**config.mk**
```make
export PLATFORM = sky130hd
export DESIGN_NAME = line_sensor_ring_direction
export DESIGN_NICKNAME = d
export VERILOG_FILES = /design/src/hdl/lsrd_pkg.sv /design/src/hdl/lsrd_ctrl.sv /design/src/hdl/lsrd_dp.sv /design/src/hdl/line_sensor_ring_direction.sv
export SDC_FILE = /design/constraint.sdc
export NUM_CORES = 2
export LEC_CHECK = 0
export BUFFER_PORTS_ARGS = -buffer_cell sky130_fd_sc_hd__buf_2
export CAP_MARGIN = 30
export CELL_PAD_IN_SITES_DETAIL_PLACEMENT = 0
export CELL_PAD_IN_SITES_GLOBAL_PLACEMENT = 2
export CORE_MARGIN = 2
export CORE_UTILIZATION = 30
export CTS_CLUSTER_DIAMETER = 40
export DETAILED_ROUTE_END_ITERATION = 7
export PLACE_DENSITY_LB_ADDON = 0.1
export SLEW_MARGIN = 20
export SYNTH_ARGS = -nofsm -noshare
export SYNTH_HDL_FRONTEND = slang
export SYNTH_HIERARCHICAL = 1
export SYNTH_SLANG_ARGS = --single-unit
```
**constraint.sdc**
```tcl
create_clock -name clk -period 10.5 [get_ports clk]
set_clock_uncertainty 0.1 [all_clocks]
set_input_delay 1.05 -clock clk [delete_from_list [all_inputs] [get_ports clk]]
set_output_delay 1.05 -clock clk [all_outputs]
set_load 0.02 [all_outputs]
```
**src/hdl/lsrd_pkg.sv**
```systemverilog
package lsrd_pkg;

  localparam int MaxRing = 16;
  localparam int CordicSteps = 16;
  localparam int DegUnit = 65536;
  localparam int OneQ14 = 16384;
  localparam int GainQ30 = 652032874;

  // Q2.14 sum of up to 19 unit vectors stays inside 20 bits signed.
  localparam int SumW = 20;
  // Vectoring datapath: sum scaled by 1024 plus CORDIC growth.
  localparam int VecW = 34;
  localparam int AngW = 26;
  localparam int SqW = 40;
  localparam int RootW = 20;

  localparam logic [1:0] PH_HUNT = 2'd0;
  localparam logic [1:0] PH_LOW = 2'd1;
  localparam logic [1:0] PH_MID = 2'd2;
  localparam logic [1:0] PH_HIGH = 2'd3;

  typedef struct packed {
    logic start;
    logic sel_mem;
  } cmd_t;

  typedef struct packed {
    logic done;
  } stat_t;

  function automatic logic [AngW-1:0] atan_val(input logic [3:0] k);
    logic [AngW-1:0] r;
    case (k)
      4'd0: r = 26'd2949120;
      4'd1: r = 26'd1740967;
      4'd2: r = 26'd919879;
      4'd3: r = 26'd466945;
      4'd4: r = 26'd234379;
      4'd5: r = 26'd117304;
      4'd6: r = 26'd58666;
      4'd7: r = 26'd29335;
      4'd8: r = 26'd14668;
      4'd9: r = 26'd7334;
      4'd10: r = 26'd3667;
      4'd11: r = 26'd1833;
      4'd12: r = 26'd917;
      4'd13: r = 26'd458;
      4'd14: r = 26'd229;
      default: r = 26'd115;
    endcase
    return r;
  endfunction

  function automatic longint sar64(input longint v, input int k);
    return v >>> k;
  endfunction

  // Unit vector of ring sensor i, worked out at elaboration.
  // step_q and step_r are the quotient and remainder of a full turn over n.
  function automatic longint unit_comp(input int i, input int n, input longint step_q,
                                       input longint step_r, input bit want_y);
    longint quarter, ang, t, r, x, y, z, xn, c, s, cx, sy;
    int quad;
    quarter = 64'd90 * DegUnit;
    ang = longint'(i) * step_q;
    t = longint'(i) * step_r + longint'(n >>> 1);
    while (t >= longint'(n)) begin
      t = t - longint'(n);
      ang = ang + 1;
    end
    quad = 0;
    r = ang;
    while (r >= quarter) begin
      r = r - quarter;
      quad = (quad + 1) & 3;
    end
    c = OneQ14;
    s = 0;
    if (r != 0) begin
      x = GainQ30;
      y = 0;
      z = r;
      for (int k = 0; k < CordicSteps; k++) begin
        if (z >= 0) begin
          xn = x - sar64(y, k); y = y + sar64(x, k); z = z - atan_val(4'(k));
        end else begin
          xn = x + sar64(y, k); y = y - sar64(x, k); z = z + atan_val(4'(k));
        end
        x = xn;
      end
      c = sar64(x + 32768, 16);
      s = sar64(y + 32768, 16);
    end
    case (quad)
      0: begin cx = c; sy = s; end
      1: begin cx = -s; sy = c; end
      2: begin cx = -c; sy = -s; end
      default: begin cx = s; sy = -c; end
    endcase
    return want_y ? sy : cx;
  endfunction

endpackage

```
**src/hdl/lsrd_ctrl.sv**
```systemverilog
module lsrd_ctrl
  import lsrd_pkg::*;
(
  input  logic clk,
  input  logic rst,
  input  logic frame_go,
  input  stat_t stat,
  output cmd_t cmd,
  output logic busy,
  output logic res_load
);

  localparam logic [1:0] S_IDLE = 2'd0;
  localparam logic [1:0] S_LINE = 2'd1;
  localparam logic [1:0] S_MEM = 2'd2;

  logic [1:0] state;
  logic [1:0] state_next;

  always_comb begin
    state_next = state;
    cmd.start = 1'b0;
    cmd.sel_mem = 1'b0;
    res_load = 1'b0;
    case (state)
      S_IDLE: if (frame_go) begin
        cmd.start = 1'b1;
        state_next = S_LINE;
      end
      S_LINE: if (stat.done) begin
        cmd.start = 1'b1;
        cmd.sel_mem = 1'b1;
        state_next = S_MEM;
      end
      S_MEM: begin
        cmd.sel_mem = 1'b1;
        if (stat.done) begin
          res_load = 1'b1;
          state_next = S_IDLE;
        end
      end
      default: state_next = S_IDLE;
    endcase
  end

  assign busy = (state != S_IDLE);

  always_ff @(posedge clk) begin
    if (rst) state <= S_IDLE;
    else state <= state_next;
  end

endmodule

```
**src/hdl/lsrd_dp.sv**
```systemverilog
module lsrd_dp
  import lsrd_pkg::*;
#(
  parameter int RING_SENSORS = MaxRing
)(
  input  logic clk,
  input  logic rst,
  input  cmd_t cmd,
  input  logic [15:0] ring_cur,
  input  logic [15:0] ring_mem,
  input  logic [2:0] sides,
  output stat_t stat,
  output logic [9:0] ang_out,
  output logic [12:0] dist_out
);

  localparam int NUsed = (RING_SENSORS < 16) ? RING_SENSORS : 16;
  localparam longint FullTurn = 64'd360 * DegUnit;
  localparam longint AngStep = FullTurn / RING_SENSORS;
  localparam longint AngRem = FullTurn % RING_SENSORS;

  // pass: vector sum, squaring, 20 steps of cordic (16) and root (20), rounding
  logic [4:0] step;
  logic running;
  logic signed [SumW-1:0] sx, sy;
  logic [4:0] idx;
  logic signed [VecW-1:0] vx, vy;
  logic signed [AngW+1:0] vz;
  logic zero_vec;
  logic [SqW-1:0] rem, root_acc, sqbit;
  logic [1:0] ph;
  logic [15:0] ring;
  logic signed [SumW-1:0] ux, uy;

  localparam logic [1:0] P_SUM = 2'd0;
  localparam logic [1:0] P_SQ = 2'd1;
  localparam logic [1:0] P_ROT = 2'd2;
  localparam logic [1:0] P_FIN = 2'd3;

  logic signed [SqW-1:0] sq_mul;
  logic signed [SumW-1:0] sq_op;
  logic sq_half;

  always_comb begin
    ux = '0;
    uy = '0;
    for (int i = 0; i < 16; i++) begin
      if (i < NUsed && idx[3:0] == 4'(i)) begin
        ux = SumW'(unit_comp(i, RING_SENSORS, AngStep, AngRem, 1'b0));
        uy = SumW'(unit_comp(i, RING_SENSORS, AngStep, AngRem, 1'b1));
      end
    end
  end

  assign sq_op = sq_half ? sy : sx;
  assign sq_mul = SqW'(sq_op) * SqW'(sq_op);

  logic signed [AngW+1:0] zfix;
  logic [AngW+1:0] dround;
  logic [9:0] deg;
  logic [SqW-1:0] trial;
  logic [SqW-1:0] droot;

  always_comb begin
    zfix = (vz < 0) ? vz + (AngW+2)'(360 * DegUnit) : vz;
    dround = (AngW+2)'(zfix + (AngW+2)'(DegUnit / 2)) >> 16;
    deg = (dround[9:0] >= 10'd360) ? dround[9:0] - 10'd360 : dround[9:0];
    trial = root_acc + sqbit;
    droot = (root_acc + 40'd32) >> 6;
  end

  always_ff @(posedge clk) begin
    stat.done <= 1'b0;
    if (rst) begin
      running <= 1'b0;
    end else if (cmd.start) begin
      running <= 1'b1;
      ring <= cmd.sel_mem ? ring_mem : ring_cur;
      idx <= '0;
      ph <= P_SUM;
      sx <= '0;
      sy <= '0;
      sq_half <= 1'b0;
    end else if (running) begin
      case (ph)
        P_SUM: begin
          if (idx == 5'd16) begin
            sx <= sx - (sides[2] ? SumW'(OneQ14) : '0);
            sy <= sy + (sides[0] ? SumW'(OneQ14) : '0)
                     - (sides[1] ? SumW'(OneQ14) : '0);
            ph <= P_SQ;
            rem <= '0;
            sq_half <= 1'b0;
            idx <= '0;
          end else begin
            if (ring[idx[3:0]] && idx < 5'(NUsed)) begin
              sx <= sx + ux;
              sy <= sy + uy;
            end
            idx <= idx + 5'd1;
          end
        end
        P_SQ: begin
          rem <= rem + sq_mul;
          if (sq_half) begin
            ph <= P_ROT;
            zero_vec <= (sx == 0) && (sy == 0);
            if (sx < 0) begin
              vx <= -(VecW'(sx) <<< 10);
              vy <= -(VecW'(sy) <<< 10);
              vz <= (AngW+2)'(180 * DegUnit);
            end else begin
              vx <= VecW'(sx) <<< 10;
              vy <= VecW'(sy) <<< 10;
              vz <= '0;
            end
            step <= '0;
            root_acc <= '0;
            sqbit <= 40'd1 << 38;
          end
          sq_half <= 1'b1;
        end
        P_ROT: begin
          if (step < 5'd16) begin
            if (vy > 0) begin
              vx <= vx + (vy >>> step[3:0]);
              vy <= vy - (vx >>> step[3:0]);
              vz <= vz + (AngW+2)'(atan_val(step[3:0]));
            end else begin
              vx <= vx - (vy >>> step[3:0]);
              vy <= vy + (vx >>> step[3:0]);
              vz <= vz - (AngW+2)'(atan_val(step[3:0]));
            end
          end
          if (sqbit != 0) begin
            if (rem >= trial) begin
              rem <= rem - trial;
              root_acc <= (root_acc >> 1) + sqbit;
            end else begin
              root_acc <= root_acc >> 1;
            end
            sqbit <= sqbit >> 2;
          end
          step <= step + 5'd1;
          if (step >= 5'd19) ph <= P_FIN;
        end
        default: begin
          ang_out <= zero_vec ? 10'd0 : deg;
          if (!cmd.sel_mem)
            dist_out <= (droot > 40'd8191) ? 13'd8191 : droot[12:0];
          stat.done <= 1'b1;
          running <= 1'b0;
        end
      endcase
    end
  end

endmodule

```
**src/hdl/line_sensor_ring_direction.sv**
```systemverilog
// Line sensor ring direction finder.
// Input channel: rx_byte with in_valid / in_stall, one received byte per beat.
// A byte equal to frame_header starts a frame; the next three bytes form a
// 19-bit mask (ring bits 0-15, right, left, back).
// Config channel: cfg_valid / cfg_ready carrying cfg_data, the header byte.
// Output channel: out_valid / out_stall with detected, sensor_mask,
// line_angle, line_distance and memory_angle, one beat per frame.
// A frame with any mask bit set runs two passes of the shared unit
// (vector sum, squaring, 20 CORDIC and square root steps, rounding);
// in_stall holds the input until its result is loaded into the result
// register. An empty mask is answered without a pass of the unit.
// The result register lets the next frame start while a beat waits; a new
// high byte waits for the register to drain under out_stall.
// Reset clears the parser, remembered ring and header to zero, out_valid low.
module line_sensor_ring_direction
  import lsrd_pkg::*;
#(
  parameter int RING_SENSORS = MaxRing
)(
  input  logic clk,
  input  logic rst,
  input  logic in_valid,
  output logic in_stall,
  input  logic [7:0] rx_byte,
  input  logic cfg_valid,
  output logic cfg_ready,
  input  logic [7:0] cfg_data,
  output logic out_valid,
  input  logic out_stall,
  output logic detected,
  output logic [18:0] sensor_mask,
  output logic signed [9:0] line_angle,
  output logic [12:0] line_distance,
  output logic signed [9:0] memory_angle
);

  logic [7:0] frame_header;
  logic [1:0] parse_phase;
  logic [7:0] low_hold, mid_hold;
  logic [15:0] remembered, ring_cur, mem_next;
  logic [2:0] sides;
  logic [18:0] mask_new, mask_hold;
  logic busy, res_load, frame_go, acc;
  cmd_t cmd;
  stat_t stat;
  logic [9:0] ang_w;
  logic [12:0] dist_w;
  logic [9:0] line_ang_hold;
  logic [12:0] dist_hold;
  logic cmd_d;

  assign cfg_ready = 1'b1;
  assign in_stall = busy || cmd_d || (out_valid && out_stall && parse_phase == PH_HIGH);
  assign acc = in_valid && !in_stall;
  assign mask_new = {rx_byte[2:0], mid_hold, low_hold};
  assign frame_go = acc && parse_phase == PH_HIGH && mask_new != 0;
  assign mem_next = remembered | mask_new[15:0];

  always_ff @(posedge clk) begin
    if (rst) begin
      frame_header <= '0;
      parse_phase <= PH_HUNT;
      remembered <= '0;
      out_valid <= 1'b0;
      cmd_d <= 1'b0;
    end else begin
      cmd_d <= frame_go;
      if (cfg_valid) frame_header <= cfg_data;
      if (out_valid && !out_stall) out_valid <= 1'b0;
      if (acc) begin
        case (parse_phase)
          PH_HUNT: if (rx_byte == frame_header) parse_phase <= PH_LOW;
          PH_LOW: begin low_hold <= rx_byte; parse_phase <= PH_MID; end
          PH_MID: begin mid_hold <= rx_byte; parse_phase <= PH_HIGH; end
          default: begin
            parse_phase <= PH_HUNT;
            if (mask_new == 0) begin
              remembered <= '0;
              out_valid <= 1'b1;
              detected <= 1'b0;
              sensor_mask <= '0;
              line_angle <= -10'sd1;
              line_distance <= '0;
              memory_angle <= -10'sd1;
            end else begin
              ring_cur <= mask_new[15:0];
              sides <= mask_new[18:16];
              mask_hold <= mask_new;
              remembered <= mem_next;
            end
          end
        endcase
      end
      if (stat.done && !res_load) begin
        line_ang_hold <= ang_w;
        dist_hold <= dist_w;
      end
      if (res_load) begin
        out_valid <= 1'b1;
        detected <= 1'b1;
        sensor_mask <= mask_hold;
        line_angle <= line_ang_hold;
        line_distance <= dist_hold;
        memory_angle <= ang_w;
      end
    end
  end

  lsrd_ctrl u_ctrl (
    .clk(clk), .rst(rst), .frame_go(cmd_d), .stat(stat), .cmd(cmd),
    .busy(busy), .res_load(res_load)
  );

  lsrd_dp #(.RING_SENSORS(RING_SENSORS)) u_dp (
    .clk(clk), .rst(rst), .cmd(cmd), .ring_cur(ring_cur), .ring_mem(remembered),
    .sides(sides), .stat(stat), .ang_out(ang_w), .dist_out(dist_w)
  );

  a_stall_busy: assert property (@(posedge clk) disable iff (rst) busy |-> in_stall)
    else $error("input taken while unit busy");
  a_done_res: assert property (@(posedge clk) disable iff (rst)
    res_load |-> cmd.sel_mem)
    else $error("result loaded from line pass");
  a_out_hold: assert property (@(posedge clk) disable iff (rst)
    (out_valid && out_stall) |=> out_valid)
    else $error("stalled result dropped");

endmodule

```
==> metrics.yaml <==
floorplanning:
  core_mm2: 0.1740
  pin_count: 77
  fp-row-count: 153
  die_area_mm2: 0.1786
  die_w_um: 422.7
  start_util: 0.3022
  die_h_um: 422.7
global_route:
  grt_max_degree: 94
  busiest_layer: "met2"
  grt_use_met3: 0.01991
  grt_pass1_wl_mm: 263.7
  antenna_found_initial: 4
  met2_usage: 0.3348
  grt_remaining_overflow: 0
  grt_pass1_vias: 42440
  use_met1: 0.2485
  grt_util_all_layers: 0.1910
power_and_ir_drop:
  powerDensity_mw_per_mm2: 93.46
  ir_drop_uv: 132.0
  p_leak_nw: 25.86
yosys:
  synth-edff-count: 400
  syn_area_mm2: 0.05258
  yosys_warnings: 6
  synth-main-ff-cell: "edfxtp_1"
  synth_nets: 6550
  syn_inst: 5669
  synthDistinctLibCells: 94
  ys_ff_latch: 454
  synth.yosys.seq_area_share: 0.2490
  synthArstFlopShare: 0
  synth_area_per_cell_um2: 9.276
critical_path:
  critPathTopFamily: "adder cells"
  endpoint_kind: "flip-flop"
  setup.worst_path.start_class: "flip-flop"
  path_buf_inv: 6
  critical-path-slowest-cell: "edfxtp_1"
  critPathArrivalTime_ns: 9.97
  cpMostUsedCell: "fa_1"
  slowest_delay_ns: 0.90
  crit_required_ns: 10.83
  worstPathMaxFanout: 20
  worstSetupPathType: "reg -> reg"
sta:
  relSlewSlack: 0.3749
  rsz0062_at_grt: "false"
  period_needed_ns: 9.634
  whs_ns: 0.3166
  fin_crit_sh: 0.9175
  hold_viol: 0
  max_freq_ghz: 0.1038
  finalSetupViolations: 0
  tightest_slew_ns: 0.9348
  finalSetupTns_ns: 0
  drv_slew: 0
drt:
  routedWlPerCell_um: 20.70
  drt-pass1-iter-count: 7
  drt_iter0_drc: 1963
  ant_nets: 0
  viasPerCell: 4.945
  drc: 0
  postRouteWirelength_mm: 168.8
  num_vias: 40320
cells_and_area:
  finalNonFillerCells: 8155
  areaGrowthSynthToFinish_pct: 13.57
  final_layout_size_suffix_gt1_frac: 0.09695
  nNetsFinal: 6609
placement:
  placed_cells: 7936
  gp_congestion: 0.8295
  io_buffers: 75
  detailed_place_hpwl_mm: 134.9
clock_network:
  cts_setup_buffers: 0
  cts_sinks: 454
  cts_tree: "done"
  cts.reportedPaths.clkPinSlew_ns: 0.05
  cts_buffers: 114
  cts_max_path_buffers: 3
  cts-resized-gates: 0
  clk_latency_ns: 0.81
  cts_max_level: 3
  cts_root_buf: "clkbuf_16"
  ctsHoldBuffers: 0
hold_path:
  min_path_type: "reg -> reg"
outcome:
  status: "finished, final reports clean"
flow_run:
  cap_violations: 0
metrics by stage:
step | worst slack (ns) | utilization | power [W] | instance area, um^2
3_5_place_dp | 0.9089 | 0.3204 | 0.002074 | 55760
6_report | 0.8662 | 0.3432 | 0.005581 | 59720
2_1_floorplan | 1.662 | - | 0.002045 | 52580
4_1_cts | 0.7663 | 0.3431 | 0.005687 | 59700
3_3_place_gp | 1.092 | 0.3202 | 0.002075 | 55720
5_1_grt | 0.2551 | 0.3431 | 0.005781 | 59710
cell families after synthesis:
logic type      share of synthesized area
buf+inv                           0.07231
mux                               0.06203
fa+ha+maj                          0.2665
compound gates                     0.1372
simple gates                       0.1415
other cells                    0.00007132
xor+xnor                          0.07146
flops                              0.2490
cells in the mapped netlist (13+ instances only):
cell type | instances | share of area
inv_1 | 779 | 0.056
nor2_1 | 476 | 0.034
nand2_1 | 472 | 0.034
fa_1 | 433 | 0.16
ha_1 | 427 | 0.10
edfxtp_1 | 400 | 0.23
a21oi_1 | 316 | 0.030
xnor2_1 | 244 | 0.041
o21ai_0 | 219 | 0.021
xor2_1 | 185 | 0.031
clkbuf_1 | 162 | 0.012
a21o_1 | 112 | 0.016
and2_1 | 87 | 0.010
nor3_1 | 86 | 0.0082
nand2b_1 | 83 | 0.0099
a211oi_1 | 78 | 0.011
mux4_2 | 77 | 0.033
mux2i_1 | 75 | 0.014
nor2b_1 | 75 | 0.0089
nand3_1 | 66 | 0.0063
and3_1 | 65 | 0.0077
mux2_2 | 63 | 0.013
a31oi_1 | 57 | 0.0068
dfxtp_1 | 54 | 0.021
or3_1 | 41 | 0.0049
o21a_1 | 40 | 0.0057
o21bai_1 | 38 | 0.0054
nor4_1 | 33 | 0.0039
o31ai_1 | 33 | 0.0047
nand4_1 | 29 | 0.0035
o22ai_1 | 29 | 0.0035
buf_1 | 26 | 0.0019
a31o_2 | 21 | 0.0035
or2_2 | 19 | 0.0023
o211ai_1 | 18 | 0.0026
a21boi_0 | 17 | 0.0024
buf_2 | 15 | 0.0014
a211o_1 | 13 | 0.0022
a22oi_1 | 13 | 0.0019
flip-flops by register name, summed over array words and instances (netlist names), 13 cells and up, named ones only:
signal and count:
u_dp/ring 16, dist_hold 13, line_distance 13, u_dp/vx 34
u_dp/dist_out 13, u_dp/rem 40, u_dp/vy 34, sensor_mask 19
u_dp/vz 28, ring_cur 15, remembered 16, u_dp/sx 20
u_dp/sy 20, u_dp/root_acc 40, u_dp/sqbit 20
placed cells by master (no fill, tap or decap), drive strengths merged, types with 14 or more instances in the layout:
| cell | n |
|---|---|
| or3 | 41 |
| xor2 | 185 |
| o31ai | 33 |
| nor2b | 75 |
| and3 | 65 |
| a21o | 112 |
| a31o | 21 |
| inv | 803 |
| nand4 | 29 |
| nand2 | 473 |
| dfxtp | 54 |
| xnor2 | 244 |
| o21bai | 38 |
| o21ai | 225 |
| a211oi | 78 |
| clkbuf | 136 |
| or2 | 24 |
| nand3 | 66 |
| mux2 | 69 |
| nand2b | 83 |
| ha | 427 |
| o211ai | 18 |
| and2 | 87 |
| edfxtp | 400 |
| buf | 151 |
| nor4 | 34 |
| mux4 | 77 |
| o21a | 40 |
| fa | 433 |
| a31oi | 57 |
| clkinv | 49 |
| clkinvlp | 14 |
| nor3 | 86 |
| o22ai | 29 |
| a21oi | 316 |
| mux2i | 75 |
| nor2 | 476 |
| a21boi | 19 |
final timing paths:
kind	slack, ns	depth (start not counted)	startpoint	endpoint
hold reg to reg	0.32	0	u_dp/dist_out[2]	dist_hold[2]
setup reg to reg	0.87	26	u_dp/sq_half	u_dp/rem[39]
hold / removal	0.32	0	u_dp/dist_out[2]	dist_hold[2]
setup / recovery	0.87	26	u_dp/sq_half	u_dp/rem[39]
per-layer routing:
metal  wire, um  share of wire
met3       4243          0.025
met2      84550           0.50
met1      75540           0.45
met5          0              0
met4       4511          0.027
layout make-up:
type / instances / area, um^2
clock inverters: 80 / 872.1
inverters: 791 / 2972
fillers: 18010 / 114300
well taps: 2325 / 2909
clock buffers: 136 / 3062
repair buffers: 151 / 998.5
diodes: 2 / 5.005
multi-input cells: 4216 / 35810
flip-flops and latches: 454 / 13090
power breakdown:
group          switching (W)  internal, W
logic              0.0000499    0.0000342
clock network        0.00130      0.00224
registers         0.00000609      0.00195
Note: power is estimated with default switching activity, not from simulation.
